$ cat src/hw/rtl/etok_pkg.sv
// ----------------------------------------------------------------------------
// etok_pkg
// Shared constants, token types and helper functions of the expression
// tokenizer: token kinds and codes, lexer modes, function-name matcher.
// ----------------------------------------------------------------------------
package etok_pkg;

  // Widths fixed by the token format
  localparam int MANT_W            = 60;
  localparam int FRAC_W            = 5;
  localparam int MANTISSA_BITS_DEF = 60;

  // Token queue between front and back
  localparam int QDEPTH = 4;
  localparam int QPTR_W = $clog2(QDEPTH);
  localparam int QCNT_W = $clog2(QDEPTH + 1);

  // Token kinds
  localparam logic [2:0] K_NUM   = 3'd0;
  localparam logic [2:0] K_VAR   = 3'd1;
  localparam logic [2:0] K_OP    = 3'd2;
  localparam logic [2:0] K_FUN   = 3'd3;
  localparam logic [2:0] K_OPEN  = 3'd4;
  localparam logic [2:0] K_CLOSE = 3'd5;
  localparam logic [2:0] K_ERR   = 3'd6;
  localparam logic [2:0] K_END   = 3'd7;

  // Token codes
  localparam logic [3:0] C_PLUS   = 4'd0;
  localparam logic [3:0] C_MINUS  = 4'd1;
  localparam logic [3:0] C_MUL    = 4'd2;
  localparam logic [3:0] C_DIV    = 4'd3;
  localparam logic [3:0] C_SIN    = 4'd4;
  localparam logic [3:0] C_COS    = 4'd5;
  localparam logic [3:0] C_TAN    = 4'd6;
  localparam logic [3:0] C_CTG    = 4'd7;
  localparam logic [3:0] C_LN     = 4'd8;
  localparam logic [3:0] C_SQRT   = 4'd9;
  localparam logic [3:0] C_UMINUS = 4'd10;
  localparam logic [3:0] C_NONE   = 4'd0;

  // Binding priorities
  localparam logic signed [2:0] PR_PAREN = -3'sd1;
  localparam logic signed [2:0] PR_ADD   = 3'sd0;
  localparam logic signed [2:0] PR_MUL   = 3'sd1;
  localparam logic signed [2:0] PR_FUN   = 3'sd2;
  localparam logic signed [2:0] PR_NONE  = 3'sd0;

  // Lexer modes
  localparam logic [1:0] MODE_IDLE = 2'd0;
  localparam logic [1:0] MODE_NUM  = 2'd1;
  localparam logic [1:0] MODE_PRE  = 2'd2;
  localparam logic [1:0] MODE_ERR  = 2'd3;

  // Function-name match progress
  localparam logic [3:0] P_NONE = 4'd0;
  localparam logic [3:0] P_S    = 4'd1;
  localparam logic [3:0] P_SI   = 4'd2;
  localparam logic [3:0] P_SQ   = 4'd3;
  localparam logic [3:0] P_SQR  = 4'd4;
  localparam logic [3:0] P_C    = 4'd5;
  localparam logic [3:0] P_CO   = 4'd6;
  localparam logic [3:0] P_CT   = 4'd7;
  localparam logic [3:0] P_T    = 4'd8;
  localparam logic [3:0] P_TA   = 4'd9;
  localparam logic [3:0] P_L    = 4'd10;

  // Characters
  localparam logic [7:0] CH_NUL   = 8'h00;
  localparam logic [7:0] CH_SPACE = " ";
  localparam logic [7:0] CH_0     = "0";
  localparam logic [7:0] CH_9     = "9";
  localparam logic [7:0] CH_DOT   = ".";
  localparam logic [7:0] CH_COMMA = ",";
  localparam logic [7:0] CH_PLUS  = "+";
  localparam logic [7:0] CH_MINUS = "-";
  localparam logic [7:0] CH_STAR  = "*";
  localparam logic [7:0] CH_SLASH = "/";
  localparam logic [7:0] CH_X     = "x";
  localparam logic [7:0] CH_LPAR  = "(";
  localparam logic [7:0] CH_RPAR  = ")";
  localparam logic [7:0] CH_A     = "a";
  localparam logic [7:0] CH_C     = "c";
  localparam logic [7:0] CH_G     = "g";
  localparam logic [7:0] CH_I     = "i";
  localparam logic [7:0] CH_L     = "l";
  localparam logic [7:0] CH_N     = "n";
  localparam logic [7:0] CH_O     = "o";
  localparam logic [7:0] CH_Q     = "q";
  localparam logic [7:0] CH_R     = "r";
  localparam logic [7:0] CH_S     = "s";
  localparam logic [7:0] CH_T     = "t";

  // One token as it travels from front to back
  typedef struct packed {
    logic [2:0]        kind;
    logic [3:0]        code;
    logic [MANT_W-1:0] mant;
    logic [FRAC_W-1:0] frac;
    logic              last;
  } tok_t;

  // Up to two tokens produced by one character
  typedef struct packed {
    logic v0;
    logic v1;
    tok_t t0;
    tok_t t1;
  } push_t;

  function automatic tok_t mk_tok(logic [2:0] kind, logic [3:0] code,
                                  logic [MANT_W-1:0] mant, logic [FRAC_W-1:0] frac);
    tok_t t;
    t.kind = kind;
    t.code = code;
    t.mant = mant;
    t.frac = frac;
    t.last = 1'b0;
    return t;
  endfunction

  // Advance the function-name matcher. Returns {1'b1, code} on a complete
  // name, {1'b0, progress} on a partial match, zero on mismatch.
  function automatic logic [4:0] pfx_next(logic [3:0] p, logic [7:0] c);
    logic [4:0] r;
    r = 5'd0;
    case (p)
      P_NONE: begin
        if (c == CH_S) r = {1'b0, P_S};
        else if (c == CH_C) r = {1'b0, P_C};
        else if (c == CH_T) r = {1'b0, P_T};
        else if (c == CH_L) r = {1'b0, P_L};
      end
      P_S: begin
        if (c == CH_I) r = {1'b0, P_SI};
        else if (c == CH_Q) r = {1'b0, P_SQ};
      end
      P_SI:  if (c == CH_N) r = {1'b1, C_SIN};
      P_SQ:  if (c == CH_R) r = {1'b0, P_SQR};
      P_SQR: if (c == CH_T) r = {1'b1, C_SQRT};
      P_C: begin
        if (c == CH_O) r = {1'b0, P_CO};
        else if (c == CH_T) r = {1'b0, P_CT};
      end
      P_CO:  if (c == CH_S) r = {1'b1, C_COS};
      P_CT:  if (c == CH_G) r = {1'b1, C_CTG};
      P_T:   if (c == CH_A) r = {1'b0, P_TA};
      P_TA:  if (c == CH_N) r = {1'b1, C_TAN};
      P_L:   if (c == CH_N) r = {1'b1, C_LN};
      default: r = 5'd0;
    endcase
    return r;
  endfunction

  // Binding priority of a token
  function automatic logic signed [2:0] tok_prio(logic [2:0] kind, logic [3:0] code);
    logic signed [2:0] r;
    r = PR_NONE;
    case (kind)
      K_OPEN, K_CLOSE: r = PR_PAREN;
      K_OP:            r = (code == C_MUL || code == C_DIV) ? PR_MUL : PR_ADD;
      K_FUN:           r = PR_FUN;
      default:         r = PR_NONE;
    endcase
    return r;
  endfunction

endpackage

$ cat src/hw/rtl/etok_if.sv
// ----------------------------------------------------------------------------
// etok_if
// Valid/ready channels of the expression tokenizer: the character stream in
// and the token stream out.
// ----------------------------------------------------------------------------
interface etok_char_if;
  logic       valid;
  logic       ready;
  logic [7:0] character;

  modport source (output valid, output character, input ready);
  modport sink   (input valid, input character, output ready);
endinterface

interface etok_tok_if;
  logic                                valid;
  logic                                ready;
  logic [2:0]                          token_kind;
  logic [3:0]                          token_code;
  logic signed [2:0]                   priority_res;
  logic [etok_pkg::MANT_W-1:0]         mantissa;
  logic [etok_pkg::FRAC_W-1:0]         fraction_digits;
  logic                                last_of_run;

  modport source (output valid, output token_kind, output token_code,
                  output priority_res, output mantissa, output fraction_digits,
                  output last_of_run, input ready);
  modport sink   (input valid, input token_kind, input token_code,
                  input priority_res, input mantissa, input fraction_digits,
                  input last_of_run, output ready);
endinterface

$ cat src/hw/rtl/expression_tokenizer_unit.sv
// ----------------------------------------------------------------------------
// expression_tokenizer_unit
// Streaming arithmetic expression tokenizer: one ASCII character in per
// transaction, numbers, operators, parentheses and function tokens out.
// ----------------------------------------------------------------------------
//  channel   dir  payload                                          per transaction
//  in_ch     in   character[7:0]                                   one character
//  out_tok   out  token_kind, token_code, priority_res, mantissa,  one token
//                 fraction_digits, last_of_run
//
//  A character is accepted in the cycle it is offered while the token queue
//  has room for two tokens; one character per cycle is sustained while the
//  queue keeps that room. Tokens reach out_tok through the queue and then
//  the output register. The back end drains one token per cycle while
//  out_tok.ready is high, so a character that yields two tokens (number
//  flush plus operator, error plus end) needs more output than input bandwidth.
//  Reset (rst_n low, synchronous) empties the queue and the output register
//  and returns the lexer to idle. Output stalls back up into the queue and
//  then hold in_ch.ready low.
// ----------------------------------------------------------------------------
module expression_tokenizer_unit #(
  parameter int MANTISSA_BITS = etok_pkg::MANTISSA_BITS_DEF
) (
  input  logic        clk,
  input  logic        rst_n,
  etok_char_if.sink   in_ch,
  etok_tok_if.source  out_tok
);

  logic            in_fire;
  etok_pkg::push_t push;
  logic            space2;
  logic            pop;
  logic            nonempty;
  etok_pkg::tok_t  head;

  assign in_ch.ready = space2;
  assign in_fire     = in_ch.valid && in_ch.ready;

  etok_front #(
    .MANTISSA_BITS (MANTISSA_BITS)
  ) u_front (
    .clk     (clk),
    .rst_n   (rst_n),
    .in_fire (in_fire),
    .in_char (in_ch.character),
    .push    (push)
  );

  etok_queue u_queue (
    .clk      (clk),
    .rst_n    (rst_n),
    .push     (push),
    .space2   (space2),
    .pop      (pop),
    .head     (head),
    .nonempty (nonempty)
  );

  etok_back u_back (
    .clk      (clk),
    .rst_n    (rst_n),
    .head     (head),
    .nonempty (nonempty),
    .pop      (pop),
    .out_tok  (out_tok)
  );

endmodule

$ cat src/hw/rtl/etok_front.sv
// ----------------------------------------------------------------------------
// etok_front
// Lexer front end: classifies each accepted character, keeps the number and
// function-name state, and produces up to two tokens per character.
// ----------------------------------------------------------------------------
module etok_front #(
  parameter int MANTISSA_BITS = etok_pkg::MANTISSA_BITS_DEF
) (
  input  logic                 clk,
  input  logic                 rst_n,
  input  logic                 in_fire,
  input  logic [7:0]           in_char,
  output etok_pkg::push_t      push
);

  localparam int MW     = etok_pkg::MANT_W;
  localparam int FW     = etok_pkg::FRAC_W;
  localparam int ACC_W  = (MANTISSA_BITS > MW) ? MW : MANTISSA_BITS;
  localparam int PROD_W = ACC_W + 4;

  logic [1:0]       mode_r,  mode_nxt;
  logic [ACC_W-1:0] acc_r,   acc_nxt;
  logic             point_r, point_nxt;
  logic [FW-1:0]    frac_r,  frac_nxt;
  logic [3:0]       pfx_r,   pfx_nxt;
  logic [2:0]       prev_r,  prev_nxt;

  logic              is_digit;
  logic [3:0]        dval;
  logic [PROD_W-1:0] prod;
  logic              ovf;
  logic [4:0]        pfx_p;
  logic [4:0]        idle_p;
  logic              do_idle;
  logic [2:0]        idle_prev;
  logic              it_v;
  etok_pkg::tok_t    it;

  // Digit value and multiply-by-ten accumulate with overflow check
  always_comb begin
    is_digit = (in_char inside {[etok_pkg::CH_0:etok_pkg::CH_9]});
    dval     = in_char[3:0];
    prod     = (PROD_W'(acc_r) << 3) + (PROD_W'(acc_r) << 1) + PROD_W'(dval);
    ovf      = |prod[PROD_W-1:ACC_W];
    pfx_p    = etok_pkg::pfx_next(pfx_r, in_char);
    idle_p   = etok_pkg::pfx_next(etok_pkg::P_NONE, in_char);
  end

  // Decide tokens and next state for the current character
  always_comb begin
    mode_nxt  = mode_r;
    acc_nxt   = acc_r;
    point_nxt = point_r;
    frac_nxt  = frac_r;
    pfx_nxt   = pfx_r;
    prev_nxt  = prev_r;
    push      = '0;
    do_idle   = 1'b0;
    idle_prev = prev_r;
    it_v      = 1'b0;
    it        = '0;

    case (mode_r)
      etok_pkg::MODE_ERR: begin
        if (in_char == etok_pkg::CH_NUL) begin
          push.v0   = 1'b1;
          push.t0   = etok_pkg::mk_tok(etok_pkg::K_END, etok_pkg::C_NONE, '0, '0);
          mode_nxt  = etok_pkg::MODE_IDLE;
          acc_nxt   = '0;
          point_nxt = 1'b0;
          frac_nxt  = '0;
          pfx_nxt   = etok_pkg::P_NONE;
          prev_nxt  = etok_pkg::K_END;
        end
      end
      etok_pkg::MODE_PRE: begin
        if (pfx_p[4]) begin
          push.v0  = 1'b1;
          push.t0  = etok_pkg::mk_tok(etok_pkg::K_FUN, pfx_p[3:0], '0, '0);
          mode_nxt = etok_pkg::MODE_IDLE;
          pfx_nxt  = etok_pkg::P_NONE;
          prev_nxt = etok_pkg::K_FUN;
        end else if (pfx_p != 5'd0) begin
          pfx_nxt = pfx_p[3:0];
        end else begin
          pfx_nxt  = etok_pkg::P_NONE;
          push.v0  = 1'b1;
          push.t0  = etok_pkg::mk_tok(etok_pkg::K_ERR, etok_pkg::C_NONE, '0, '0);
          mode_nxt = etok_pkg::MODE_ERR;
          // broken name at end of line: end token follows the error
          if (in_char == etok_pkg::CH_NUL) begin
            push.v1   = 1'b1;
            push.t1   = etok_pkg::mk_tok(etok_pkg::K_END, etok_pkg::C_NONE, '0, '0);
            mode_nxt  = etok_pkg::MODE_IDLE;
            acc_nxt   = '0;
            point_nxt = 1'b0;
            frac_nxt  = '0;
            prev_nxt  = etok_pkg::K_END;
          end
        end
      end
      etok_pkg::MODE_NUM: begin
        if (is_digit) begin
          if (ovf || (point_r && frac_r == {FW{1'b1}})) begin
            push.v0  = 1'b1;
            push.t0  = etok_pkg::mk_tok(etok_pkg::K_ERR, etok_pkg::C_NONE, '0, '0);
            mode_nxt = etok_pkg::MODE_ERR;
          end else begin
            acc_nxt = prod[ACC_W-1:0];
            if (point_r) frac_nxt = frac_r + FW'(1);
          end
        end else if (in_char == etok_pkg::CH_DOT || in_char == etok_pkg::CH_COMMA) begin
          if (point_r) begin
            push.v0  = 1'b1;
            push.t0  = etok_pkg::mk_tok(etok_pkg::K_ERR, etok_pkg::C_NONE, '0, '0);
            mode_nxt = etok_pkg::MODE_ERR;
          end else begin
            point_nxt = 1'b1;
          end
        end else begin
          // flush the number, then treat the character as from idle
          push.v0   = 1'b1;
          push.t0   = etok_pkg::mk_tok(etok_pkg::K_NUM, etok_pkg::C_NONE, MW'(acc_r), frac_r);
          mode_nxt  = etok_pkg::MODE_IDLE;
          acc_nxt   = '0;
          point_nxt = 1'b0;
          frac_nxt  = '0;
          prev_nxt  = etok_pkg::K_NUM;
          idle_prev = etok_pkg::K_NUM;
          do_idle   = 1'b1;
        end
      end
      default: do_idle = 1'b1;
    endcase

    // Idle-mode character handling
    if (do_idle) begin
      if (in_char == etok_pkg::CH_NUL) begin
        it_v      = 1'b1;
        it        = etok_pkg::mk_tok(etok_pkg::K_END, etok_pkg::C_NONE, '0, '0);
        mode_nxt  = etok_pkg::MODE_IDLE;
        acc_nxt   = '0;
        point_nxt = 1'b0;
        frac_nxt  = '0;
        pfx_nxt   = etok_pkg::P_NONE;
        prev_nxt  = etok_pkg::K_END;
      end else if (in_char == etok_pkg::CH_SPACE) begin
        it_v = 1'b0;
      end else if (is_digit) begin
        mode_nxt  = etok_pkg::MODE_NUM;
        acc_nxt   = ACC_W'(dval);
        point_nxt = 1'b0;
        frac_nxt  = '0;
      end else if (in_char == etok_pkg::CH_PLUS) begin
        it_v = 1'b1;
        it   = etok_pkg::mk_tok(etok_pkg::K_OP, etok_pkg::C_PLUS, '0, '0);
      end else if (in_char == etok_pkg::CH_MINUS) begin
        it_v = 1'b1;
        if (idle_prev inside {etok_pkg::K_NUM, etok_pkg::K_VAR, etok_pkg::K_CLOSE})
          it = etok_pkg::mk_tok(etok_pkg::K_OP, etok_pkg::C_MINUS, '0, '0);
        else
          it = etok_pkg::mk_tok(etok_pkg::K_FUN, etok_pkg::C_UMINUS, '0, '0);
      end else if (in_char == etok_pkg::CH_STAR) begin
        it_v = 1'b1;
        it   = etok_pkg::mk_tok(etok_pkg::K_OP, etok_pkg::C_MUL, '0, '0);
      end else if (in_char == etok_pkg::CH_SLASH) begin
        it_v = 1'b1;
        it   = etok_pkg::mk_tok(etok_pkg::K_OP, etok_pkg::C_DIV, '0, '0);
      end else if (in_char == etok_pkg::CH_X) begin
        it_v = 1'b1;
        it   = etok_pkg::mk_tok(etok_pkg::K_VAR, etok_pkg::C_NONE, '0, '0);
      end else if (in_char == etok_pkg::CH_LPAR) begin
        it_v = 1'b1;
        it   = etok_pkg::mk_tok(etok_pkg::K_OPEN, etok_pkg::C_NONE, '0, '0);
      end else if (in_char == etok_pkg::CH_RPAR) begin
        it_v = 1'b1;
        it   = etok_pkg::mk_tok(etok_pkg::K_CLOSE, etok_pkg::C_NONE, '0, '0);
      end else if (idle_p != 5'd0) begin
        mode_nxt = etok_pkg::MODE_PRE;
        pfx_nxt  = idle_p[3:0];
      end else begin
        it_v     = 1'b1;
        it       = etok_pkg::mk_tok(etok_pkg::K_ERR, etok_pkg::C_NONE, '0, '0);
        mode_nxt = etok_pkg::MODE_ERR;
      end

      // track the last real token for unary-minus detection
      if (it_v && it.kind <= etok_pkg::K_CLOSE) prev_nxt = it.kind;

      // place after a flushed number, if any
      if (push.v0) begin
        push.v1 = it_v;
        push.t1 = it;
      end else begin
        push.v0 = it_v;
        push.t0 = it;
      end
    end

    // mark the final token of this character
    if (push.v1) push.t1.last = 1'b1;
    else         push.t0.last = push.v0;

    // drop tokens unless a character transaction completes this cycle
    if (!in_fire) begin
      push.v0 = 1'b0;
      push.v1 = 1'b0;
    end
  end

  // State registers advance only on an accepted character
  always_ff @(posedge clk) begin
    if (!rst_n) begin
      mode_r  <= etok_pkg::MODE_IDLE;
      acc_r   <= '0;
      point_r <= 1'b0;
      frac_r  <= '0;
      pfx_r   <= etok_pkg::P_NONE;
      prev_r  <= etok_pkg::K_END;
    end else if (in_fire) begin
      mode_r  <= mode_nxt;
      acc_r   <= acc_nxt;
      point_r <= point_nxt;
      frac_r  <= frac_nxt;
      pfx_r   <= pfx_nxt;
      prev_r  <= prev_nxt;
    end
  end

  // An end token returns the lexer to its reset state
  a_end_clears: assert property (@(posedge clk) disable iff (!rst_n)
    (in_fire && ((push.v0 && push.t0.kind == etok_pkg::K_END) ||
                 (push.v1 && push.t1.kind == etok_pkg::K_END)))
    |=> (mode_r == etok_pkg::MODE_IDLE && prev_r == etok_pkg::K_END && acc_r == '0))
    else $error("end token did not clear lexer state");

  // In error mode only NUL produces anything
  a_err_quiet: assert property (@(posedge clk) disable iff (!rst_n)
    (in_fire && mode_r == etok_pkg::MODE_ERR && in_char != etok_pkg::CH_NUL)
    |-> !push.v0)
    else $error("token produced while skipping after an error");

endmodule

$ cat src/hw/rtl/etok_queue.sv
// ----------------------------------------------------------------------------
// etok_queue
// Short token queue between front and back: takes up to two tokens per
// cycle, hands one per cycle to the back end while the back end pops.
// ----------------------------------------------------------------------------
module etok_queue (
  input  logic            clk,
  input  logic            rst_n,
  input  etok_pkg::push_t push,
  output logic            space2,
  input  logic            pop,
  output etok_pkg::tok_t  head,
  output logic            nonempty
);

  localparam int PW = etok_pkg::QPTR_W;
  localparam int CW = etok_pkg::QCNT_W;

  etok_pkg::tok_t mem_r [etok_pkg::QDEPTH];
  logic [PW-1:0]  wr_r, wr_nxt;
  logic [PW-1:0]  rd_r, rd_nxt;
  logic [CW-1:0]  cnt_r, cnt_nxt;
  logic [PW-1:0]  wr_p1;

  assign space2   = (cnt_r <= CW'(etok_pkg::QDEPTH - 2));
  assign nonempty = (cnt_r != '0);
  assign head     = mem_r[rd_r];
  assign wr_p1    = wr_r + PW'(1);

  // Advance pointers and occupancy
  always_comb begin
    wr_nxt  = wr_r + PW'(push.v0) + PW'(push.v1);
    rd_nxt  = rd_r + PW'(pop);
    cnt_nxt = cnt_r + CW'(push.v0) + CW'(push.v1) - CW'(pop);
  end

  always_ff @(posedge clk) begin
    if (!rst_n) begin
      wr_r  <= '0;
      rd_r  <= '0;
      cnt_r <= '0;
    end else begin
      wr_r  <= wr_nxt;
      rd_r  <= rd_nxt;
      cnt_r <= cnt_nxt;
    end
  end

  // Store incoming tokens
  always_ff @(posedge clk) begin
    if (push.v0) mem_r[wr_r]  <= push.t0;
    if (push.v1) mem_r[wr_p1] <= push.t1;
  end

  a_no_overflow: assert property (@(posedge clk) disable iff (!rst_n)
    cnt_r <= CW'(etok_pkg::QDEPTH))
    else $error("token queue overflow");

  a_no_underflow: assert property (@(posedge clk) disable iff (!rst_n)
    pop |-> nonempty)
    else $error("token queue read while empty");

endmodule

$ cat src/hw/rtl/etok_back.sv
// ----------------------------------------------------------------------------
// etok_back
// Token back end: takes tokens from the queue, attaches the binding
// priority and holds them in the output register until taken.
// ----------------------------------------------------------------------------
module etok_back (
  input  logic           clk,
  input  logic           rst_n,
  input  etok_pkg::tok_t head,
  input  logic           nonempty,
  output logic           pop,
  etok_tok_if.source     out_tok
);

  logic                        valid_r;
  logic [2:0]                  kind_r;
  logic [3:0]                  code_r;
  logic signed [2:0]           prio_r;
  logic [etok_pkg::MANT_W-1:0] mant_r;
  logic [etok_pkg::FRAC_W-1:0] frac_r;
  logic                        last_r;

  // Load a new token when the output register is empty or being taken
  assign pop = nonempty && (!valid_r || out_tok.ready);

  always_ff @(posedge clk) begin
    if (!rst_n) begin
      valid_r <= 1'b0;
    end else if (!valid_r || out_tok.ready) begin
      valid_r <= nonempty;
    end
  end

  always_ff @(posedge clk) begin
    if (pop) begin
      kind_r <= head.kind;
      code_r <= head.code;
      prio_r <= etok_pkg::tok_prio(head.kind, head.code);
      mant_r <= head.mant;
      frac_r <= head.frac;
      last_r <= head.last;
    end
  end

  assign out_tok.valid           = valid_r;
  assign out_tok.token_kind      = kind_r;
  assign out_tok.token_code      = code_r;
  assign out_tok.priority_res    = prio_r;
  assign out_tok.mantissa        = mant_r;
  assign out_tok.fraction_digits = frac_r;
  assign out_tok.last_of_run     = last_r;

endmodule
$ cat src/flat_wrapper.sv
// flat-port wrapper written by rule: the top's interface ports become plain ports
module expression_tokenizer_unit_flat 
#(
  parameter int MANTISSA_BITS = etok_pkg::MANTISSA_BITS_DEF
)
  (clk, rst_n, in_ch_valid, in_ch_character, in_ch_ready, out_tok_valid, out_tok_token_kind, out_tok_token_code, out_tok_priority_res, out_tok_mantissa, out_tok_fraction_digits, out_tok_last_of_run, out_tok_ready);
  etok_char_if in_ch_i ();
  etok_tok_if out_tok_i ();
  input  logic clk;
  input  logic rst_n;
  input wire logic [$bits(in_ch_i.valid)-1:0] in_ch_valid;
  input wire logic [$bits(in_ch_i.character)-1:0] in_ch_character;
  output wire logic [$bits(in_ch_i.ready)-1:0] in_ch_ready;
  output wire logic [$bits(out_tok_i.valid)-1:0] out_tok_valid;
  output wire logic [$bits(out_tok_i.token_kind)-1:0] out_tok_token_kind;
  output wire logic [$bits(out_tok_i.token_code)-1:0] out_tok_token_code;
  output wire logic [$bits(out_tok_i.priority_res)-1:0] out_tok_priority_res;
  output wire logic [$bits(out_tok_i.mantissa)-1:0] out_tok_mantissa;
  output wire logic [$bits(out_tok_i.fraction_digits)-1:0] out_tok_fraction_digits;
  output wire logic [$bits(out_tok_i.last_of_run)-1:0] out_tok_last_of_run;
  input wire logic [$bits(out_tok_i.ready)-1:0] out_tok_ready;
  assign in_ch_i.valid = in_ch_valid;
  assign in_ch_i.character = in_ch_character;
  assign in_ch_ready = in_ch_i.ready;
  assign out_tok_valid = out_tok_i.valid;
  assign out_tok_token_kind = out_tok_i.token_kind;
  assign out_tok_token_code = out_tok_i.token_code;
  assign out_tok_priority_res = out_tok_i.priority_res;
  assign out_tok_mantissa = out_tok_i.mantissa;
  assign out_tok_fraction_digits = out_tok_i.fraction_digits;
  assign out_tok_last_of_run = out_tok_i.last_of_run;
  assign out_tok_i.ready = out_tok_ready;
  expression_tokenizer_unit #(.MANTISSA_BITS(MANTISSA_BITS)) u_core (.clk(clk), .rst_n(rst_n), .in_ch(in_ch_i), .out_tok(out_tok_i));
endmodule
$ cat config.mk
export PLATFORM = sky130hd
export DESIGN_NAME = expression_tokenizer_unit_flat
export DESIGN_NICKNAME = d
export VERILOG_FILES = /design/src/hw/rtl/etok_pkg.sv /design/src/hw/rtl/etok_if.sv /design/src/hw/rtl/expression_tokenizer_unit.sv /design/src/hw/rtl/etok_front.sv /design/src/hw/rtl/etok_queue.sv /design/src/hw/rtl/etok_back.sv /design/src/flat_wrapper.sv
export SDC_FILE = /design/constraint.sdc
export NUM_CORES = 1
export LEC_CHECK = 0
export BUFFER_PORTS_ARGS = -buffer_cell sky130_fd_sc_hd__buf_2
export CORE_MARGIN = 5
export CORE_UTILIZATION = 50
export CTS_BUF_LIST = sky130_fd_sc_hd__clkbuf_4 sky130_fd_sc_hd__clkbuf_8
export CTS_CLUSTER_DIAMETER = 50
export DETAILED_ROUTE_END_ITERATION = 7
export GPL_ROUTABILITY_DRIVEN = 0
export PLACE_DENSITY = 0.63
export SYNTH_ARGS = -nofsm -noshare
export SYNTH_HDL_FRONTEND = slang
export SYNTH_SLANG_ARGS = --single-unit
$ cat constraint.sdc
create_clock -name clk -period 11.59 [get_ports clk]
set_input_delay 2.318 -clock clk [delete_from_list [all_inputs] [get_ports clk]]
set_output_delay 2.318 -clock clk [all_outputs]
set_load 0.02 [all_outputs]
# ---- Yosys cells after proc, flatten, opt, wreduce, memory -nomap -nowiden
# Memories as Yosys holds them, arrays and structs flattened. A register that Yosys moved wholly into a read port is not among the register bits.
# Index checks and enable logic that the tools add are counted.
dict set report word_totals {
  ff_bits 159
  ram_bits 292
  input_bits 12
  out_inout_bits 78
  wordCells 253
  n_memories 1
}
# name depth word_bits read_ports rd_ports_with_merged_regs write_ports line
set mem_list {}
lappend mem_list {u_core.u_queue.mem_r 4 73 1 1 2 etok_queue.sv:19} ;# etok_pkg::tok_t mem_r [etok_pkg::QDEPTH];
dict set report op_classes {
  n_addsub 10
  n_lt_le_gt_ge 4
  n_eq_ne 43
  mux 159
  n_reduce_logical 20
}
# cell count
set op_table {}
lappend op_table {{73-bit 2-to-1 mux} 22}
lappend op_table {{60-bit 2-to-1 mux} 10}
lappend op_table {{148-bit 2-to-1 mux} 2}
lappend op_table {{73-bit one-hot mux with 3 select lines} 1}
lappend op_table {{60-bit one-hot mux with 3 select lines} 1}
lappend op_table {{8-bit by 7-bit equality test with 1-bit output, second input constant} 12}
lappend op_table {{5-bit 2-to-1 mux} 19}
lappend op_table {{8-bit by 6-bit equality test with 1-bit output, second input constant} 9}
lappend op_table {{4-bit 2-to-1 mux} 18}
lappend op_table {{71-bit 2-to-1 mux} 1}
lappend op_table {{63-bit by 61-bit adder with 64-bit output} 1}
lappend op_table {{64-bit by 4-bit adder with 64-bit output} 1}
lappend op_table {{5-bit one-hot mux with 11 select lines} 1}
lappend op_table {{2-bit 2-to-1 mux} 23}
lappend op_table {{1-bit 2-to-1 mux} 41}
lappend op_table {{3-bit 2-to-1 mux} 12}
lappend op_table {{3-bit one-hot mux with 3 select lines} 2}
lappend op_table {{4-bit by 2-bit equality test with 1-bit output, second input constant} 4}
lappend op_table {{4-bit by 3-bit equality test with 1-bit output, second input constant} 4}
lappend op_table {{5-bit one-hot mux with 3 select lines} 1}
lappend op_table {{4-bit equality test, second input constant} 3}
lappend op_table {{5-bit nonzero test} 2}
lappend op_table {{3-bit equality test, second input constant} 3}
lappend op_table {{8-bit by 6-bit >= comparator with 1-bit output, second input constant} 1}
lappend op_table {{27 further kinds} 42}

# ---- Longest topological paths before layout
dict set report logic_depth {
  ltp_word 24
  depth_mapped 20
  mapped_depth_nobuf 19
}

# ---- Cells and area by module
# From an unflattened synthesis, not the netlist that was laid out.
dict set report unflattened {
  hier_cells 2142
  area_unflattened_um2 26479.1
}
# module instances cells_each area_per_inst_um2 seq_area_each_um2
set by_module_without_submodules {}
lappend by_module_without_submodules {etok_queue 1 747 14510.2 8908.5}
lappend by_module_without_submodules {etok_front 1 1308 9590.4 1501.4}
lappend by_module_without_submodules {etok_back 1 86 2372.3 2302.2}
lappend by_module_without_submodules {expression_tokenizer_unit 1 1 6.3 0.0}

# ---- Worst setup path before layout
# Ideal clock, no wire load.
dict set report synth_timing {
  path_type {input -> register}
  startpoint {input out_tok_ready}
  endpoint {register u_core.u_queue.cnt_r[1]}
  setup_ns 0.115
  t_arrival_ns 10.090
  required_time_ns 11.475
  slack_ns 1.385
  path_stages 7
  n_path_buf 0
  path_cell_list {nand2b_1 -> a21boi_0 -> ha_1 -> fa_1 -> inv_1 -> fa_1 -> and2_1}
}
dict set report synth_via {
  elab_chain_cells 3
}
# item line
set synth_rtl {}
lappend synth_rtl {{start, declared} flat_wrapper.sv:21} ;# input wire logic [$bits(out_tok_i.ready)-1:0] out_tok_ready;
lappend synth_rtl {{1-bit logical OR} etok_back.sv:24} ;# assign pop = nonempty && (!valid_r || out_tok.ready);
lappend synth_rtl {{1-bit logical AND} etok_back.sv:24}
lappend synth_rtl {{named net u_core.pop} expression_tokenizer_unit.sv:33} ;# logic pop;
lappend synth_rtl {{3-bit by 1-bit subtractor with 3-bit output} etok_queue.sv:34} ;# cnt_nxt = cnt_r + CW'(push.v0) + CW'(push.v1) - CW'(pop);
lappend synth_rtl {{named net u_core.u_queue.cnt_nxt[1]} etok_queue.sv:22} ;# logic [CW-1:0] cnt_r, cnt_nxt;
lappend synth_rtl {{end signal, assigned} etok_queue.sv:45} ;# cnt_r <= cnt_nxt;
lappend synth_rtl {{end, declared} etok_queue.sv:22}
# The timed path passes the listed nets, and every way through them passes these cells.
# A chain may end at the register's enable or synchronous reset.

==> qor.yml <==
outcome: "finished clean"
first_pass_iters: 6
worstMarginPinSlew_ns: 1.129
cts_hold_buf: 0
ctsResizeCount: 0
syn_nets: 2442
core-area_um2: 46560
hold_viol_final: 0
vdd_drop_max_mv: 0.1285
ys.flop_type: "dfxtp_1"
setup_ws_ns: 4.103
numClockSinks: 451
synth_area_per_cell_um2: 10.22
num-fill-cells: 4042
antenna_found_initial: 0
yosys_register_bits: 451
yosysMostFrequentCell: "nand2_1"
start_util_pct: 50.54
drive_gt1_share_pct: 14.14
synthTopCellsByArea: "dfxtp_1 (30%), edfxtp_1 (13%), mux2i_1 (11%)"
row_count: 79
slew_viol_final: 0
cp_max_fo: 51
path_clk_slew_ns: 0.06
period_share_pct: 64.60
setup_viol: 0
synthArstFlopShare_pct: 0
dp_slack_ns: 3.536
dr.first_iter.drc_count: 1445
syn_area_um2: 23530
yosysUniqueCellTypes: 83
p_total_uw: 4381
grt_util_all_layers_pct: 23.17
arrival_ns: 8.04
area_growth_pct: 9.445
portBuffers: 89
worst_slew_margin_rel_pct: 24.74
p_leak_uw: 0.01157
rsz0062_at_grt: "false"
post-dp-hpwl_mm: 40.48
synth_top_area_share_pct: 29.53
tritoncts: "done"
die_w_um: 226.9
cts_max_level: 3
cts.path.max_buffers: 3
endpoint_kind: "flip-flop"
final_nets: 2480
ys_top_cells_by_count: "nand2_1 (434), dfxtp_1 (347), mux2i_1 (268), ha_1 (124), a21oi_1 (113)"
cts_buffers: 75
post_drt_wl_per_cell_um: 19.98
yosysWarnings: 0
setup_tns_ns: 0
die_h_um: 226.9
instances_no_fill: 3005
finalCriticalPeriod_ns: 7.487
dr_total_vias: 18010
cp.required_ns: 12.14
clock_latency_ns: 0.65
cap_viol_max_count: 0
post-route-drc-count: 0
synth_seq_area_share_pct: 42.80
viasPerCell: 5.993
die_area_um2: 51490
crit_type: "in -> reg"
skew_ns: 0.02405
utilization_pct: 55.31
max_freq_ghz: 0.1336
yosys.area.top_type: "dfxtp_1"
netlist_instances: 2301
power_density_nw_per_um2: 170.2
critPathLaunchType: "input port"
grt_pass1_wl_mm: 97.51
cts_setup_buffers: 0
synth-edff-count: 104
first_global_vias: 18060
dp.cells: 2869
hold_class: "reg -> reg"
postRouteAntennaNets: 0
ioPinCount: 90
grt_max_degree: 76
root_buffer: "clkbuf_8"
drt_wl_total_mm: 60.03
overflow: 0
-- power by group --
part | switching (µW) | internal (µW)
clock | 632 | 837
sequential | 93.7 | 1820
combinational | 669 | 330
-- placed cells by master, fill, tap and decap left out, types with 19 or more instances in the layout --
master | synthesis | layout
nand2_1 | 434 | 432
dfxtp_1 | 347 | 345
mux2i_1 | 268 | 268
ha_1 | 124 | 124
a21oi_1 | 113 | 112
edfxtp_1 | 104 | 104
clkbuf_8 | 0 | 93
buf_2 | 21 | 89
nor2_1 | 88 | 87
mux4_2 | 73 | 73
o21ai_0 | 66 | 66
a22o_1 | 60 | 60
nand3_1 | 44 | 43
xnor2_1 | 34 | 34
inv_1 | 30 | 30
clkbuf_4 | 0 | 28
nor3_1 | 28 | 27
a21o_1 | 24 | 23
xor2_1 | 22 | 22
nand4_1 | 22 | 22
o22ai_1 | 22 | 22
buf_4 | 5 | 19
-- registers in the layout, summed over array words and instances (netlist names) --
signal,cells
u_core.u_back.out_tok.token_kind,3
u_core.u_back.out_tok.valid,1
u_core.u_front.frac_r,5
u_core.u_queue.rd_r,2
u_core.u_back.out_tok.token_code,4
u_core.u_back.out_tok.last_of_run,1
u_core.u_back.out_tok.priority_res,3
u_core.u_front.point_r,1
u_core.u_front.acc_r,60
u_core.u_front.prev_r,3
u_core.u_front.mode_r,2
u_core.u_queue.cnt_r,3
u_core.u_front.pfx_r,4
u_core.u_back.out_tok.mantissa,60
u_core.u_queue.wr_r,2
u_core.u_back.out_tok.fraction_digits,5
u_core.u_queue.mem_r,292
-- per-layer routing --
| layer | track usage (%) | part of all wire, % | routed length, µm |
|---|---|---|---|
| met1 | 33.15 | 47 | 28340 |
| met2 | 36.78 | 45 | 27230 |
| met3 | 3.353 | 5.5 | 3327 |
| met4 | 6.947 | 1.9 | 1129 |
| met5 | 0 | 0 | 0 |
-- final timing paths --
kind,start,end,slack [ns],cells past startpoint
worst min-delay path,u_core.u_queue.mem_r[0][5]$_SDFFE_PP0P_,u_core.u_queue.mem_r[0][5]$_SDFFE_PP0P_,0.46,2
worst min register to register,u_core.u_queue.mem_r[0][5]$_SDFFE_PP0P_,u_core.u_queue.mem_r[0][5]$_SDFFE_PP0P_,0.46,2
worst max register to register,u_core.u_front.acc_r[2]$_SDFFE_PN0P_,u_core.u_queue.mem_r[3][43]$_SDFFE_PP0P_,5.70,16
worst max-delay path,in_ch_character[3],u_core.u_queue.mem_r[3][43]$_SDFFE_PP0P_,4.10,17
-- worst max-delay path: stages --
cell	delay (ns)
buf_2	0.16
clkinv_1	0.26
fa_1	0.60
inv_1	0.06
fa_1	0.42
a211oi_1	0.26
o21ai_1	0.19
a21oi_1	0.35
nor4_2	0.10
o211ai_1	0.25
o2bb2ai_1	0.19
o221a_2	0.25
nand2_1	0.14
o31a_1	0.43
o21ai_4	0.80
buf_4	0.88
mux2i_1	0.29
-- stage by stage --
stage / cell area (µm²) / hold slack, ns
finish: 25750 / 0.4563
CTS: 25750 / 0.4581
detailed placement: 24150 / 0.4500
global route: 25750 / 0.4741
global placement: 24150 / 0.4414
floorplan: 23530 / 0.4349
-- cells by family after synthesis --
logic type | after synthesis | share of synthesized area (%)
multiplexers | 342 | 18.44
AND/OR/NAND/NOR | 727 | 13.79
buffers and inverters | 179 | 3.999
flip-flops | 451 | 42.80
XOR/XNOR | 56 | 2.085
AO/OA/AOI/OAI | 417 | 11.86
adder cells (fa/ha/maj) | 129 | 7.020
-- area by class of cell --
cell class | count | area [µm²] | area share (%)
timing repair buffer | 108 | 588.1 | 2.284
clock inverter | 14 | 110.1 | 0.4276
antenna | 1 | 2.502 | 0.009718
sequential | 451 | 10080 | 39.14
tap | 607 | 759.5 | 2.949
clock buffer | 121 | 1490 | 5.787
multi-input combinational | 1671 | 12600 | 48.94
inverter | 32 | 120.1 | 0.4665
Power figures use the tool's default switching activity.
